File: config.mk
export PLATFORM = sky130hd
export DESIGN_NAME = backend_selector_balancer
export DESIGN_NICKNAME = d
export VERILOG_FILES = /design/src/rtl/bsb_pkg.sv /design/src/rtl/bsb_ram.sv /design/src/rtl/backend_selector_balancer.sv
export SDC_FILE = /design/constraint.sdc
export NUM_CORES = 2
export LEC_CHECK = 0
export ABC_AREA = 1
export ABC_CLOCK_PERIOD_IN_PS = 17200
export CAP_MARGIN = 10
export CORE_MARGIN = 2
export CORE_UTILIZATION = 40
export CTS_CLUSTER_SIZE = 14
export DETAILED_ROUTE_END_ITERATION = 6
export DONT_BUFFER_PORTS = 1
export PLACE_DENSITY = 0.53
export SYNTH_ARGS = -nofsm -noshare
export SYNTH_HDL_FRONTEND = slang
export SYNTH_HIERARCHICAL = 1
export SYNTH_SLANG_ARGS = --single-unit
File: constraint.sdc
create_clock -name clk -period 17.2 [get_ports clk]
set_input_delay 3.44 -clock clk [delete_from_list [all_inputs] [get_ports clk]]
set_output_delay 3.44 -clock clk [all_outputs]
set_load 0.05 [all_outputs]
File: src/rtl/bsb_pkg.sv
// ----------------------------------------------------------------------------
// bsb_pkg
// Shared types and constants for the backend selector/balancer.
// ----------------------------------------------------------------------------
package bsb_pkg;

  localparam int NUM_BACKENDS_DEF = 16;

  typedef enum logic [2:0] {
    FN_SELECT  = 3'd0,
    FN_SUCCESS = 3'd1,
    FN_FAILURE = 3'd2,
    FN_HEALTH  = 3'd3,
    FN_ADD     = 3'd4,
    FN_REMOVE  = 3'd5
  } func_t;

  typedef enum logic [1:0] {
    ST_RR = 2'd0,
    ST_LC = 2'd1,
    ST_WT = 2'd2
  } strat_t;

  typedef enum logic [1:0] {
    STS_OK      = 2'd0,
    STS_NONE    = 2'd1,
    STS_ABSENT  = 2'd2
  } status_t;

  // ram word: weight, active, total, failed, avg
  localparam int WORD_W = 8 + 16 + 32 + 32 + 20;

  typedef struct packed {
    logic [7:0]  weight;
    logic [15:0] active;
    logic [31:0] total;
    logic [31:0] failed;
    logic [19:0] avg;
  } entry_t;

  typedef enum logic [2:0] {
    S_IDLE,
    S_SCAN,
    S_RD,
    S_UPD,
    S_OUT
  } state_t;

endpackage

File: src/rtl/bsb_ram.sv
// ----------------------------------------------------------------------------
// bsb_ram
// Generic single-port-write, single-port-read RAM with registered read.
// ----------------------------------------------------------------------------
module bsb_ram #(
  parameter int WIDTH = 8,
  parameter int DEPTH = 16
) (
  input  logic                     clk,
  input  logic                     we,
  input  logic [$clog2(DEPTH)-1:0] waddr,
  input  logic [WIDTH-1:0]         wdata,
  input  logic [$clog2(DEPTH)-1:0] raddr,
  output logic [WIDTH-1:0]         rdata
);
  logic [WIDTH-1:0] mem [DEPTH];

  always_ff @(posedge clk) begin
    if (we) begin
      mem[waddr] <= wdata;
    end
    rdata <= mem[raddr];
  end
endmodule

File: src/rtl/backend_selector_balancer.sv
// ----------------------------------------------------------------------------
// backend_selector_balancer
// Backend table in one RAM; select scans slots one per cycle.
// ----------------------------------------------------------------------------
// Sequence: non-select events read the RAM, then modify/write it, then give
//   the result; select first scans one slot per cycle, then does the same
//   read and modify/write with a pick, or goes straight to the result without;
//   round robin adds the rr mod h reduction before the scan.
// Flow: one item at a time; in_ready returns the cycle after the result
//   is taken.
// Reset: synchronous active low; present/healthy flags, rr counter, strategy
//   (to least connections) and control state are cleared; the RAM is not.
module backend_selector_balancer
  import bsb_pkg::*;
#(
  parameter int NUM_BACKENDS = NUM_BACKENDS_DEF
) (
  input  logic        clk,
  input  logic        rst_n,
  input  logic        cfg_we,
  input  logic [1:0]  cfg_strategy,
  input  logic        in_valid,
  output logic        in_ready,
  input  logic [2:0]  in_func,
  input  logic [3:0]  in_slot,
  input  logic        in_healthy_flag,
  input  logic [7:0]  in_slot_weight,
  input  logic [19:0] in_response_time,
  output logic        out_valid,
  input  logic        out_ready,
  output logic        out_chosen_valid,
  output logic [3:0]  out_chosen_slot,
  output logic [1:0]  out_status,
  output logic [15:0] out_active_count
);
  localparam int AW = $clog2(NUM_BACKENDS);
  localparam int CW = $clog2(NUM_BACKENDS + 1);

  state_t state_r, state_nxt;
  logic [1:0]  strat_r;
  logic [NUM_BACKENDS-1:0] present_r, healthy_r;
  logic [31:0] rr_r;

  // latched item
  logic [2:0]  func_r;
  logic [3:0]  slot_r;
  logic        flag_r;
  logic [7:0]  wt_r;
  logic [19:0] smp_r;

  // scan
  logic [CW-1:0] scan_r;     // address issued
  logic          rvld_r;     // data for scan_r-1 valid this cycle
  logic [AW-1:0] raddr_d_r;  // address of current rdata
  logic          best_v_r;
  logic [AW-1:0] best_r;
  logic [15:0]   best_act_r;
  logic [19:0]   best_avg_r;
  logic [8:0]    best_w_r;
  logic [CW-1:0] k_r;        // running index among eligible, compared with the rr target
  logic [CW-1:0] hcnt;

  // result register
  logic        ov_r;
  logic        o_cv_r;
  logic [3:0]  o_slot_r;
  logic [1:0]  o_sts_r;
  logic [15:0] o_act_r;

  // ram
  logic          ram_we;
  logic [AW-1:0] ram_waddr, ram_raddr;
  entry_t        ram_wdata, ram_rdata;

  bsb_ram #(.WIDTH(WORD_W), .DEPTH(NUM_BACKENDS)) u_ram (
    .clk  (clk),
    .we   (ram_we),
    .waddr(ram_waddr),
    .wdata(ram_wdata),
    .raddr(ram_raddr),
    .rdata(ram_rdata)
  );

  logic [NUM_BACKENDS-1:0] elig;
  assign elig = present_r & healthy_r;

  always_comb begin
    hcnt = '0;
    for (int i = 0; i < NUM_BACKENDS; i++) begin
      hcnt = hcnt + CW'(elig[i]);
    end
  end

  logic accept;
  assign in_ready = (state_r == S_IDLE) && !ov_r;
  assign accept   = in_valid && in_ready;
  logic take;
  assign take = ov_r && out_ready;

  logic slot_ok;
  assign slot_ok = ({28'd0, slot_r} < 32'(NUM_BACKENDS));
  logic [AW-1:0] s_idx;
  assign s_idx = slot_r[AW-1:0];
  logic here;
  assign here = slot_ok && present_r[s_idx];

  // rr modulo by repeated subtraction would be long; instead keep rr target
  // computed by a small iterative reducer at scan start (see rem_r logic).
  logic [31:0] rem_r;
  logic        rem_busy_r;

  // scan compare for the slot in rdata
  logic [8:0]  cur_w;
  logic [28:0] lhs, rhs;
  logic        better;
  logic        cur_el;
  assign cur_w  = (ram_rdata.weight == 8'd0) ? 9'd1 : {1'b0, ram_rdata.weight};
  assign lhs    = 29'(ram_rdata.avg) * 29'(best_w_r);
  assign rhs    = 29'(best_avg_r) * 29'(cur_w);
  assign cur_el = rvld_r && elig[raddr_d_r];
  always_comb begin
    case (strat_t'(strat_r))
      ST_WT:   better = lhs < rhs;
      default: better = ram_rdata.active < best_act_r;
    endcase
  end

  // next state
  always_comb begin
    state_nxt = state_r;
    case (state_r)
      S_IDLE: if (accept) begin
        state_nxt = (func_t'(in_func) == FN_SELECT) ? S_SCAN : S_RD;
      end
      S_SCAN: if (!rem_busy_r && !rvld_r && scan_r == CW'(NUM_BACKENDS)) begin
        state_nxt = best_v_r ? S_RD : S_OUT;
      end
      S_RD:  state_nxt = S_UPD;
      S_UPD: state_nxt = S_OUT;
      S_OUT: state_nxt = S_IDLE;
      default: state_nxt = S_IDLE;
    endcase
  end

  // ram address / write
  logic [AW-1:0] tgt;
  assign tgt = (func_t'(func_r) == FN_SELECT) ? best_r : s_idx;

  entry_t upd;
  logic [27:0] ewma;
  assign ewma = 28'(ram_rdata.avg) * 28'd179 + 28'(smp_r) * 28'd77;

  always_comb begin
    upd = ram_rdata;
    ram_we = 1'b0;
    case (func_t'(func_r))
      FN_SELECT: begin
        if (ram_rdata.active != 16'hFFFF) upd.active = ram_rdata.active + 16'd1;
        ram_we = 1'b1;
      end
      FN_SUCCESS, FN_FAILURE: begin
        if (ram_rdata.active != 16'd0) upd.active = ram_rdata.active - 16'd1;
        if (func_t'(func_r) == FN_SUCCESS) begin
          upd.total = ram_rdata.total + 32'd1;
          upd.avg   = (ram_rdata.avg == 20'd0) ? smp_r : ewma[27:8];
        end else begin
          upd.failed = ram_rdata.failed + 32'd1;
        end
        ram_we = here;
      end
      FN_ADD: begin
        upd = '{weight: wt_r, active: 16'd0, total: 32'd0, failed: 32'd0,
                avg: 20'd0};
        ram_we = slot_ok;
      end
      default: ram_we = 1'b0;
    endcase
    if (state_r != S_UPD) ram_we = 1'b0;
  end
  assign ram_waddr = tgt;
  assign ram_wdata = upd;
  assign ram_raddr = (state_r == S_SCAN) ? scan_r[AW-1:0] : tgt;

  always_ff @(posedge clk) begin
    if (!rst_n) begin
      state_r    <= S_IDLE;
      strat_r    <= ST_LC;
      present_r  <= '0;
      healthy_r  <= '0;
      rr_r       <= '0;
      ov_r       <= 1'b0;
      rvld_r     <= 1'b0;
      rem_busy_r <= 1'b0;
    end else begin
      state_r <= state_nxt;
      if (cfg_we) strat_r <= cfg_strategy;
      if (take) ov_r <= 1'b0;

      if (accept) begin
        func_r  <= in_func;
        slot_r  <= in_slot;
        flag_r  <= in_healthy_flag;
        wt_r    <= in_slot_weight;
        smp_r   <= in_response_time;
        scan_r  <= '0;
        rvld_r  <= 1'b0;
        best_v_r <= 1'b0;
        best_r  <= '0;
        rem_r   <= rr_r;
        rem_busy_r <= (func_t'(in_func) == FN_SELECT) && (strat_r == ST_RR);
        k_r     <= '0;
      end

      if (state_r == S_SCAN) begin
        // rr: reduce rr_counter mod h, one conditional subtract of h<<j per cycle
        if (rem_busy_r) begin
          if (hcnt == '0) begin
            rem_busy_r <= 1'b0;
          end else if (rem_r >= 32'(hcnt) << 26) begin
            rem_r <= rem_r - (32'(hcnt) << 26);
          end else if (rem_r >= 32'(hcnt) << 20) begin
            rem_r <= rem_r - (32'(hcnt) << 20);
          end else if (rem_r >= 32'(hcnt) << 14) begin
            rem_r <= rem_r - (32'(hcnt) << 14);
          end else if (rem_r >= 32'(hcnt) << 8) begin
            rem_r <= rem_r - (32'(hcnt) << 8);
          end else if (rem_r >= 32'(hcnt) << 4) begin
            rem_r <= rem_r - (32'(hcnt) << 4);
          end else if (rem_r >= 32'(hcnt)) begin
            rem_r <= rem_r - 32'(hcnt);
          end else begin
            rem_busy_r <= 1'b0;
          end
        end else begin
          if (scan_r != CW'(NUM_BACKENDS)) begin
            scan_r <= scan_r + CW'(1);
            rvld_r <= 1'b1;
          end else begin
            rvld_r <= 1'b0;
          end
          raddr_d_r <= scan_r[AW-1:0];
          if (cur_el) begin
            if (strat_r == ST_RR) begin
              if ({{(32-CW){1'b0}}, k_r} == rem_r && !best_v_r) begin
                best_v_r <= 1'b1;
                best_r   <= raddr_d_r;
              end
              k_r <= k_r + CW'(1);
            end else if (!best_v_r || better) begin
              best_v_r   <= 1'b1;
              best_r     <= raddr_d_r;
              best_act_r <= ram_rdata.active;
              best_avg_r <= ram_rdata.avg;
              best_w_r   <= cur_w;
            end
          end
          if (state_nxt == S_RD && strat_r == ST_RR) rr_r <= rr_r + 32'd1;
        end
      end

      if (state_r == S_UPD) begin
        case (func_t'(func_r))
          FN_ADD: if (slot_ok) begin
            present_r[s_idx] <= 1'b1;
            healthy_r[s_idx] <= flag_r;
          end
          FN_HEALTH: if (here) healthy_r[s_idx] <= flag_r;
          FN_REMOVE: if (here) begin
            present_r[s_idx] <= 1'b0;
            healthy_r[s_idx] <= 1'b0;
          end
          default: ;
        endcase
      end

      if (state_r == S_OUT) ov_r <= 1'b1;
    end
  end

  // result payload
  always_ff @(posedge clk) begin
    if (state_r == S_UPD) begin
      o_cv_r   <= 1'b0;
      o_slot_r <= slot_r;
      o_sts_r  <= STS_ABSENT;
      o_act_r  <= '0;
      case (func_t'(func_r))
        FN_SELECT: begin
          o_cv_r   <= 1'b1;
          o_slot_r <= 4'(best_r);
          o_sts_r  <= STS_OK;
          o_act_r  <= upd.active;
        end
        FN_ADD: if (slot_ok) o_sts_r <= STS_OK;
        FN_SUCCESS, FN_FAILURE: if (here) begin
          o_sts_r <= STS_OK;
          o_act_r <= upd.active;
        end
        FN_HEALTH: if (here) begin
          o_sts_r <= STS_OK;
          o_act_r <= ram_rdata.active;
        end
        FN_REMOVE: if (here) o_sts_r <= STS_OK;
        default: ;
      endcase
    end else if (state_r == S_SCAN && state_nxt == S_OUT) begin
      o_cv_r   <= 1'b0;
      o_slot_r <= '0;
      o_sts_r  <= STS_NONE;
      o_act_r  <= '0;
    end
  end

  assign out_valid        = ov_r;
  assign out_chosen_valid = o_cv_r;
  assign out_chosen_slot  = o_slot_r;
  assign out_status       = o_sts_r;
  assign out_active_count = o_act_r;

  a_no_accept_busy: assert property (@(posedge clk) disable iff (!rst_n)
    (state_r != S_IDLE) |-> !in_ready) else $error("accept while busy");
  a_ok_select: assert property (@(posedge clk) disable iff (!rst_n)
    (ov_r && o_cv_r) |-> (o_sts_r == STS_OK)) else $error("bad select result");
  a_no_write_scan: assert property (@(posedge clk) disable iff (!rst_n)
    (state_r == S_SCAN) |-> !ram_we) else $error("write during scan");
endmodule
==> metrics.txt <==
RePlAce Congestion=0.9192; GRT Overall Usage=21.81%; clk slew on worst S/H paths=60 ps; fin crit share=44.70%; Critical-path top delay cell=dfxtp_1; pins over their slew limit=0; RSZ-0062 raised after global routing=no; cts hold-fix bufs=0; boundary pin count=68; Slew @ Worst Pin=1192 ps; Setup TNS=0 ps; post-CTS setup buffers=0; Worst Path Max Fanout=44; Largest stage delay, worst path=620 ps; most used cell, CP=nor2_1; CP Data Arrival Time=7990 ps; syn nets=8,264; via count=48.17k; Die W=409.1 um; area delta synth->final=7.617%; clock tree from TritonCTS=done; clk sinks=974; CP endpoint kind=flop; Syn Inst Count=7,530; Die Ht=409.1 um; vias per cell=4.997; clock latency at the later pin of the worst-skew pair=740 ps; RR Startpoint=u_ram/rdata[104]; Fin Clk Skew=69.47 ps; relative slew slack=20.36%; Final HPWL DP=119.3 mm; type of the worst min-delay path=reg2reg; CTS Buffer Depth=3; DRC=0; initial antenna violation count=0; Nets=8,103; Routed WL per cell=18.99 um; first-pass GRT wire length=284.3 mm; H-tree levels=3; CTS root buffer=clkbuf_16; die area=0.1673 mm2; CP startpoint=u_ram/rdata[104]; Post-Route WL=183.1 mm; worst endpoint required time=17,500 ps; Max Freq=130.1 MHz; Worst setup SP type=flop; Detail Route Antenna Nets=0; # fillers=15.92k; initial core utilization=40.32%; fraction of layout instances using a drive strength above 1=5.105%; crit path time final=7688 ps; core area=0.1628 mm2; Synth Cell Area=0.06563 mm2; Post-CTS Resized=0; Num CTS Buffers=109; Detailed Route Iter0 Violations=3,820; Finish-stage setup viols=0; vias in the first global route=47.43k; Std-Cell Rows=148; synth warn=6; Synth Area per Inst=8.716 um2; outcome=complete, no violations; largest net degree at the start of global routing=215; # port buffers=0; Pre-antenna DRT Iters=5; global route total overflow=0; worst setup path class=reg2reg; Hold Vio Cnt, Final=0; MaxCap Viol Count=0
flip-flops by register name, indices dropped and copies added, names as in the netlist, 16 cells and up, named ones only:
register	flops
out_active_count	16
smp_r	20
best_avg_r	20
healthy_r	16
u_ram/rdata	44
best_act_r	16
rem_r	32
rr_r	32
u_ram/mem	704
layer usage:
metal	GRT usage, %	wire length (um)
met2	36.51	87110
met3	2.198	8158
met5	0	0
met4	6.025	4503
met1	30.05	83300
worst max-delay path: cells and delay by family (launching register included):
family | cells | cell delay (ps)
XOR/XNOR | 1 | 150
AND/OR/NAND/NOR | 10 | 1420
buffers and inverters | 5 | 1240
flip-flops | 1 | 620
AO/OA/AOI/OAI | 7 | 1670
adder cells (fa/ha/maj) | 5 | 2090
path summary, 6_finish.rpt:
check                     end  slack (ps)  cells after the start
setup / recovery  best_w_r[0]        9510                     28
hold / removal           flop         470                      2
setup reg to reg  best_w_r[0]        9510                     28
hold reg to reg          flop         470                      2
metrics by stage:
stage / hold slack, ps / setup WS [ps] / utilization, % / instances / area, um2
floorplan: 428.8 / 9254 / - / 7530 / 65630
global placement: 453.6 / 9436 / 41.16 / 9429 / 67000
detailed placement: 465.4 / 9490 / 41.16 / 9429 / 67000
CTS: 475.6 / 9459 / 43.37 / 9635 / 70590
global route: 494.7 / 8816 / 43.39 / 9639 / 70620
finish: 473.1 / 9512 / 43.39 / 9640 / 70630
final cells by class:
class | count | area [um2] | share of cell area (%)
well taps | 2175 | 2721 | 3.853
clock inverters | 41 | 440.4 | 0.6236
clock buffers | 165 | 3152 | 4.463
flip-flops and latches | 974 | 28090 | 39.77
multi-input cells | 4578 | 29470 | 41.73
repair buffers | 81 | 624.3 | 0.8840
inverters | 1625 | 6127 | 8.675
diodes | 1 | 2.502 | 0.003543
cell usage in the layout (no fill, tap or decap), types with 5 or more instances in the layout:
| cell | instances |
|---|---|
| a211oi_1 | 7 |
| a21o_1 | 8 |
| a21oi_1 | 291 |
| a31oi_1 | 17 |
| buf_4 | 79 |
| clkbuf_1 | 38 |
| clkbuf_16 | 112 |
| clkbuf_8 | 15 |
| clkinv_1 | 14 |
| clkinv_2 | 17 |
| dfxtp_1 | 116 |
| edfxtp_1 | 858 |
| fa_1 | 359 |
| ha_1 | 332 |
| inv_1 | 1578 |
| inv_2 | 37 |
| inv_6 | 5 |
| nand2_1 | 1923 |
| nand2_2 | 16 |
| nand3_1 | 657 |
| nand3b_1 | 5 |
| nand4_1 | 45 |
| nor2_1 | 283 |
| nor2_2 | 14 |
| nor2_4 | 29 |
| nor3_1 | 57 |
| nor3b_1 | 5 |
| nor4_1 | 18 |
| o211a_1 | 17 |
| o211ai_1 | 22 |
| o21a_1 | 6 |
| o21ai_0 | 207 |
| o21ai_1 | 23 |
| o21bai_1 | 9 |
| o22ai_1 | 26 |
| o31ai_1 | 10 |
| or2_2 | 9 |
| xnor2_1 | 30 |
| xor2_1 | 97 |
Power is left out: the tool's default activity adds up to more than one toggle a clock period on the data nets, which glitch-free logic cannot reach.
